File: src/hw/rtl/otst_pkg.sv
// ----------------------------------------------------------------------------
// otst_pkg
// Types, codes and constants of the one-shot timer slot table.
// ----------------------------------------------------------------------------
package otst_pkg;

	localparam int SLOT_COUNT_DEF = 16;
	localparam int SLOT_W         = 6;

	typedef enum logic [1:0] {
		ACT_ADD     = 2'd0,
		ACT_RELEASE = 2'd1,
		ACT_TICK    = 2'd2,
		ACT_UNUSED  = 2'd3
	} action_e;

	typedef enum logic [2:0] {
		KIND_ADDED    = 3'd0,
		KIND_RELEASED = 3'd1,
		KIND_FIRED    = 3'd2,
		KIND_INVALID  = 3'd3,
		KIND_FULL     = 3'd4,
		KIND_TICKDONE = 3'd5
	} kind_e;

	typedef struct packed {
		action_e     action;
		logic [15:0] delay_seconds;
		logic [7:0]  handler_tag;
		logic [31:0] job_tag;
		logic [7:0]  slot_select;
	} in_item_t;

	typedef struct packed {
		kind_e             kind;
		logic [SLOT_W-1:0] slot_number;
		logic [7:0]        fired_handler;
		logic [31:0]       fired_tag;
		logic              last;
	} out_item_t;

	// Token that walks the cell chain, one cell per cycle.
	typedef struct packed {
		logic              valid;
		logic              hit;
		logic [SLOT_W-1:0] hit_slot;
	} token_t;

	// Expiry report of one cell; all zero when the cell does not fire.
	typedef struct packed {
		logic              valid;
		logic [SLOT_W-1:0] slot;
		logic [7:0]        handler;
		logic [31:0]       tag;
	} fire_t;

endpackage

File: src/hw/rtl/otst_cell.sv
// ----------------------------------------------------------------------------
// otst_cell
// One timer slot: holds its countdown, handler and job tag, acts on the
// command while the token is in it, and hands the token to the next cell.
// ----------------------------------------------------------------------------
module otst_cell
	import otst_pkg::*;
#(
	parameter int CELL_INDEX = 0
) (
	input  logic     clk,
	input  logic     arst_n,
	input  in_item_t cmd,
	input  token_t   tok_in,
	output token_t   tok_out,
	output fire_t    fire
);

	logic        used_q;
	logic        done_q;
	logic [15:0] rem_q;
	logic [7:0]  hnd_q;
	logic [31:0] tag_q;

	logic        add_hit;
	logic        rel_hit;
	logic        tick_here;
	logic [15:0] rem_dec;
	logic        expires;
	token_t      tok_d;

	always_comb begin
		rem_dec   = rem_q - {15'd0, (rem_q != 16'd0)};
		add_hit   = tok_in.valid && (cmd.action == ACT_ADD) && !tok_in.hit && !used_q;
		rel_hit   = tok_in.valid && (cmd.action == ACT_RELEASE) && used_q
			&& (cmd.slot_select == 8'(CELL_INDEX));
		tick_here = tok_in.valid && (cmd.action == ACT_TICK) && used_q && !done_q;
		expires   = tick_here && (rem_dec == 16'd0);

		tok_d = tok_in;
		if (add_hit || rel_hit) begin
			tok_d.hit      = 1'b1;
			tok_d.hit_slot = SLOT_W'(CELL_INDEX);
		end

		fire = '0;
		if (expires) begin
			fire.valid   = 1'b1;
			fire.slot    = SLOT_W'(CELL_INDEX);
			fire.handler = hnd_q;
			fire.tag     = tag_q;
		end
	end

	always_ff @(posedge clk or negedge arst_n) begin
		if (!arst_n) begin
			used_q  <= 1'b0;
			tok_out <= '0;
		end else begin
			tok_out <= tok_d;
			if (add_hit) begin
				used_q <= 1'b1;
			end else if (rel_hit) begin
				used_q <= 1'b0;
			end
		end
	end

	always_ff @(posedge clk) begin
		if (add_hit) begin
			done_q <= 1'b0;
			rem_q  <= cmd.delay_seconds;
			hnd_q  <= cmd.handler_tag;
			tag_q  <= cmd.job_tag;
		end else if (tick_here) begin
			rem_q <= rem_dec;
			if (expires) begin
				done_q <= 1'b1;
			end
		end
	end

endmodule

File: src/hw/rtl/oneshot_timer_slot_table.sv
// ----------------------------------------------------------------------------
// oneshot_timer_slot_table
// Table of one-shot countdown timers built as a chain of slot cells.
// ----------------------------------------------------------------------------
// An add, release or tick beat sends a token down the chain of SLOT_COUNT
// cells, one cell per cycle, so busy stays high until the closing beat
// appears, and the next beat can be taken once busy is low again. A tick
// delivers each expiry, in ascending slot order, in the cycle after the token
// was in that slot, and a tick-done beat with last set once the token leaves
// the chain. Add and release report on that same final cycle. A malformed beat
// (unused action, zero delay or handler, slot out of range) is answered with
// an invalid beat in the next cycle and leaves busy low. Every result is shown
// for exactly one cycle with strobe high and must be taken then; there is no
// way to hold it off.
// ----------------------------------------------------------------------------
module oneshot_timer_slot_table
	import otst_pkg::*;
#(
	parameter int SLOT_COUNT = SLOT_COUNT_DEF
) (
	input  logic      clk,
	input  logic      arst_n,
	input  logic      start,
	output logic      busy,
	input  in_item_t  item,
	output logic      strobe,
	output out_item_t result
);

	in_item_t  cmd_q;
	logic      go_q;
	logic      busy_q;
	logic      strobe_q;
	out_item_t result_q;

	logic      accept;
	logic      immediate;
	token_t    tok_chain [SLOT_COUNT+1];
	fire_t     fires     [SLOT_COUNT];
	fire_t     fire_any;
	token_t    end_tok;
	logic      strobe_d;
	out_item_t result_d;

	assign busy   = busy_q;
	assign accept = start && !busy_q;
	assign strobe = strobe_q;
	assign result = result_q;

	always_comb begin
		unique case (item.action)
			ACT_ADD:     immediate = (item.delay_seconds == 16'd0)
				|| (item.handler_tag == 8'd0);
			ACT_RELEASE: immediate = (item.slot_select >= 8'(SLOT_COUNT));
			ACT_TICK:    immediate = 1'b0;
			default:     immediate = 1'b1;
		endcase
	end

	assign tok_chain[0] = '{valid: go_q, hit: 1'b0, hit_slot: '0};
	assign end_tok      = tok_chain[SLOT_COUNT];

	for (genvar g = 0; g < SLOT_COUNT; g++) begin : g_cell
		otst_cell #(
			.CELL_INDEX(g)
		) u_cell (
			.clk    (clk),
			.arst_n (arst_n),
			.cmd    (cmd_q),
			.tok_in (tok_chain[g]),
			.tok_out(tok_chain[g+1]),
			.fire   (fires[g])
		);
	end

	// Only the cell holding the token can fire, so an OR merges them.
	always_comb begin
		fire_any = '0;
		for (int i = 0; i < SLOT_COUNT; i++) begin
			fire_any = fire_any | fires[i];
		end
	end

	always_comb begin
		strobe_d = 1'b0;
		result_d = '{kind: KIND_INVALID, slot_number: '0, fired_handler: '0,
			fired_tag: '0, last: 1'b1};
		priority if (accept && immediate) begin
			strobe_d = 1'b1;
		end else if (end_tok.valid) begin
			strobe_d = 1'b1;
			unique case (cmd_q.action)
				ACT_ADD: begin
					result_d.kind        = end_tok.hit ? KIND_ADDED : KIND_FULL;
					result_d.slot_number = end_tok.hit ? end_tok.hit_slot : '0;
				end
				ACT_RELEASE: begin
					result_d.kind        = end_tok.hit ? KIND_RELEASED : KIND_INVALID;
					result_d.slot_number = end_tok.hit ? end_tok.hit_slot : '0;
				end
				ACT_TICK: begin
					result_d.kind = KIND_TICKDONE;
				end
				ACT_UNUSED: begin
					result_d.kind = KIND_INVALID;
				end
			endcase
		end else if (fire_any.valid) begin
			strobe_d               = 1'b1;
			result_d.kind          = KIND_FIRED;
			result_d.slot_number   = fire_any.slot;
			result_d.fired_handler = fire_any.handler;
			result_d.fired_tag     = fire_any.tag;
			result_d.last          = 1'b0;
		end
	end

	always_ff @(posedge clk or negedge arst_n) begin
		if (!arst_n) begin
			go_q     <= 1'b0;
			busy_q   <= 1'b0;
			strobe_q <= 1'b0;
		end else begin
			go_q     <= accept && !immediate;
			strobe_q <= strobe_d;
			if (accept && !immediate) begin
				busy_q <= 1'b1;
			end else if (end_tok.valid) begin
				busy_q <= 1'b0;
			end
		end
	end

	always_ff @(posedge clk) begin
		result_q <= result_d;
		if (accept) begin
			cmd_q <= item;
		end
	end

endmodule

File: config.mk
export PLATFORM = sky130hd
export DESIGN_NAME = oneshot_timer_slot_table
export DESIGN_NICKNAME = d
export VERILOG_FILES = /design/src/hw/rtl/otst_pkg.sv /design/src/hw/rtl/otst_cell.sv /design/src/hw/rtl/oneshot_timer_slot_table.sv
export SDC_FILE = /design/constraint.sdc
export NUM_CORES = 2
export LEC_CHECK = 0
export BUFFER_PORTS_ARGS = -buffer_cell sky130_fd_sc_hd__clkbuf_2
export CORE_ASPECT_RATIO = 2
export CORE_MARGIN = 2
export CORE_UTILIZATION = 36
export DETAILED_ROUTE_END_ITERATION = 16
export SLEW_MARGIN = 5
export SYNTH_ARGS = -nofsm -noshare
export SYNTH_HDL_FRONTEND = slang
export SYNTH_SLANG_ARGS = --single-unit
File: constraint.sdc
create_clock -name clk -period 5.5 [get_ports clk]
set_clock_uncertainty 0.1 [all_clocks]
set_input_delay 1.1 -clock clk [delete_from_list [all_inputs] [get_ports clk]]
set_output_delay 1.1 -clock clk [all_outputs]
set_load 0.03 [all_outputs]
==> summary.txt <==
DIE HEIGHT: 520 um
start point of the worst min-delay path: g_cell[1].u_cell.tok_out[7]$_DFF_PN0_
capturing element type of the critical path: flip-flop
initial cell density of the core: 36.2%
largest vdd supply drop: 246 uV
Crit Reg-Reg Startpoint: g_cell[11].u_cell.rem_q[10]$_DFFE_PP_
length of the first detailed-routing pass in iterations: 8
Setup TNS Final: 0 ns
post-synthesis cell count: 3684
slew of the pin with the lowest slew margin: 1.06 ns
clk sinks: 1126
cell at the root of the clock tree: sky130_fd_sc_hd__clkbuf_16
critical path class: flip-flop to flip-flop
via total after detailed routing: 31.7k
count of port buffers added during placement: 118
pin count of the biggest net entering global routing: 68
worst reg2reg path depth: 15
prevailing post-synth register cell: sky130_fd_sc_hd__edfxtp_1
Worst Hold Depth: 0
placed cell count: 5386
post-route minimum period: 5.02 ns
GRT Util Overall: 20.4%
Die Footprint: 0.136 mm^2
peak clock frequency supported by timing: 0.199 GHz
area overhead of the layout relative to synthesis: 13.1%
Clock Path Buffers: 3
routability cong.: 0.860
Async SR Flop Fraction: 8.88%
number of failing setup endpoints in the final timing report: 0
Layout Cells excl Fill: 5573
count of flip-flops with a built-in enable after synthesis: 962
first-pass GRT wire length: 205000 um
number of distinct standard cells referenced by the synthesized netlist: 84
postcts setup bufs: 0
hold endpoint: g_cell[2].u_cell.tok_out[7]$_DFF_PN0_
largest fanout on the critical path: 43
via count of the first global-routing pass: 32.0k
worst reg-to-reg setup slack: 0.48 ns
post-layout power: 19.4 mW
slew margin rel.: 29.5%
remaining number of nets flagged by the antenna check after routing: 0
number of buffers inserted by hold repair at cts: 0
path class of the lowest-slack min-delay path: flip-flop to flip-flop
worst setup timing slack at the placement stage: 0.574 ns
post-synth top area share: 60.3%
count of yosys warnings during synthesis: 0
data arrival time of the worst path: 5.58 ns
top cells by area in the synthesized netlist: sky130_fd_sc_hd__edfxtp_1, sky130_fd_sc_hd__dfrtp_1, sky130_fd_sc_hd__dfxtp_1
number of top-level pins: 121
synthesized area: 0.0479 mm^2
top cells by count, synth: sky130_fd_sc_hd__edfxtp_1, sky130_fd_sc_hd__nand2_1, sky130_fd_sc_hd__nor2_1
post_cts resized: 0
clock-pin slew reported for the worst setup and hold paths after clock tree synthesis: 0.07 ns
most frequent cell after synthesis: sky130_fd_sc_hd__edfxtp_1
run status: finished, final reports clean
Remaining DRCs: 0
Die W: 262 um
critical path startpoint category: flip-flop
number of antenna violations at the first check in global routing: 2
DR iter-0 viols: 3114
post-route clock period utilization: 91.4%
number of nets in the layout: 3869
final hold violations: 0
mean instance size in the synthesized netlist: 13.0 um^2
Max-cap violations: 0
worst-case setup margin in the final layout: 0.475 ns
post-detailed-routing wire length: 140000 um
CTS Buf Count: 99
maximum level of the CTS H-tree: 3
setup repair after global routing missed its margin: false
num rows: 189
later-pin clock latency in the skew report: 0.72 ns
GRT Residual Overflow: 0
TritonCTS clock tree: done
detailed-route wire length per cell: 25.1 um
synthesized flop and latch total: 1126
RR Endpoint: result[5]$_SDFF_PP0_
static leakage: 17.5 nW
share of layout cells above drive strength 1: 11.8%
post-detailed-route via-to-cell ratio: 5.69
placeable core region: 0.132 mm^2
Detailed Place HPWL: 85200 um
cell type contributing the most total cell area after synthesis: sky130_fd_sc_hd__edfxtp_1
final slew viol count: 0
cell area power density: 357 mW/mm^2
fraction of the yosys area taken by sequential cells: 68.2%
critical path required time: 6.06 ns
flip-flops by register name, summed over array words and instances (netlist names):
signal,count
result,48
g_cell.u_cell.tag_q,512
g_cell.u_cell.hnd_q,128
busy,1
g_cell.u_cell.rem_q,256
g_cell.u_cell.done_q,16
go_q,1
cmd_q,66
g_cell.u_cell.used_q,16
strobe,1
g_cell.u_cell.tok_out,81
logic make-up (layout without fill, tap and decap cells):
group           Yosys count  after routing  synth area share [%]
simple gates           1293           1293                  14.1
buf+inv                 292            460                  2.34
compound gates          731            731                  10.7
xor+xnor                203            203                  3.71
other cells               1              3               0.00783
flops                  1126           1126                  68.2
fa+ha+maj                32             32                 0.836
mux                       6              6                 0.136
critical path, cell delays in order (launching register included):
cell and delay [ns]:
sky130_fd_sc_hd__edfxtp_1 0.43, sky130_fd_sc_hd__or4_1 0.63, sky130_fd_sc_hd__nor2_1 0.15, sky130_fd_sc_hd__nor4b_1 0.39, sky130_fd_sc_hd__nand3_1 0.13, sky130_fd_sc_hd__ha_1 0.23, sky130_fd_sc_hd__ha_1 0.28, sky130_fd_sc_hd__or4b_1 0.34
sky130_fd_sc_hd__nor3_1 0.09, sky130_fd_sc_hd__xnor2_1 0.19, sky130_fd_sc_hd__nor4bb_1 0.29, sky130_fd_sc_hd__and4_2 0.30, sky130_fd_sc_hd__buf_4 0.69, sky130_fd_sc_hd__a22oi_1 0.24, sky130_fd_sc_hd__and4_1 0.28, sky130_fd_sc_hd__a31oi_1 0.13
cell type report:
class | count | area (um^2)
timing repair buffer | 200 | 1300
sequential | 1126 | 32700
inverter | 74 | 285
multi-input combinational | 2267 | 14200
fill | 12200 | 78200
antenna | 1 | 2.50
clock inverter | 56 | 728
clock buffer | 130 | 2840
tap | 1719 | 2150
per-stage QoR:
stage / hold WS [ns] / util (%) / instance area [um^2]
floorplan: 0.286 / - / 47900
global placement: 0.308 / 38.2 / 50600
detailed placement: 0.309 / 38.2 / 50600
CTS: 0.324 / 40.9 / 54200
global route: 0.342 / 40.9 / 54200
finish: 0.328 / 40.9 / 54200
per-layer routing:
metal / wire length (um) / global-route usage, % / share of wire [%]
met1: 51300 / 23.2 / 37
met3: 8520 / 2.91 / 6.1
met5: 0 / 0 / 0
met2: 73500 / 37.2 / 53
met4: 6470 / 9.18 / 4.6
cell usage in the layout, fill, tap and decap left out, types with 72 or more instances in the layout:
master                      netlist  layout
sky130_fd_sc_hd__nand3_1         73      72
sky130_fd_sc_hd__a222oi_1        96      96
sky130_fd_sc_hd__a21oi_1        112     111
sky130_fd_sc_hd__o21ai_0        194     192
sky130_fd_sc_hd__nor2_1         301     301
sky130_fd_sc_hd__nor3_1          93      91
sky130_fd_sc_hd__buf_4            4      76
sky130_fd_sc_hd__nand2_1        333     333
sky130_fd_sc_hd__dfrtp_1        100     100
sky130_fd_sc_hd__a22oi_1         81      81
sky130_fd_sc_hd__edfxtp_1       962     962
sky130_fd_sc_hd__xnor2_1        126     126
sky130_fd_sc_hd__clkbuf_16        0     103
sky130_fd_sc_hd__xor2_1          77      77
sky130_fd_sc_hd__clkbuf_2         0     117
how the worst max path moves through the flow:
stage	start	end	slack [ns]	depth (start not counted)
3_3_place_gp	g_cell[4].u_cell.rem_q[6]$_DFFE_PP_	result[38]$_SDFF_PP0_	0.65	14
3_5_place_dp	g_cell[11].u_cell.rem_q[10]$_DFFE_PP_	result[16]$_SDFF_PP0_	0.57	15
2_1_floorplan	g_cell[4].u_cell.rem_q[4]$_DFFE_PP_	result[24]$_SDFF_PP0_	0.77	16
5_1_grt	g_cell[11].u_cell.rem_q[10]$_DFFE_PP_	result[16]$_SDFF_PP0_	0.20	15
4_1_cts	g_cell[11].u_cell.rem_q[10]$_DFFE_PP_	result[16]$_SDFF_PP0_	0.51	15
6_report	g_cell[11].u_cell.rem_q[10]$_DFFE_PP_	result[5]$_SDFF_PP0_	0.48	15
power breakdown:
| part | switching, mW | internal [mW] |
|---|---|---|
| combinational | 0.936 | 0.366 |
| clock | 3.31 | 4.25 |
| sequential | 0.481 | 10.0 |
| total | 4.72 | 14.6 |
Power figures use the tool's default switching activity.
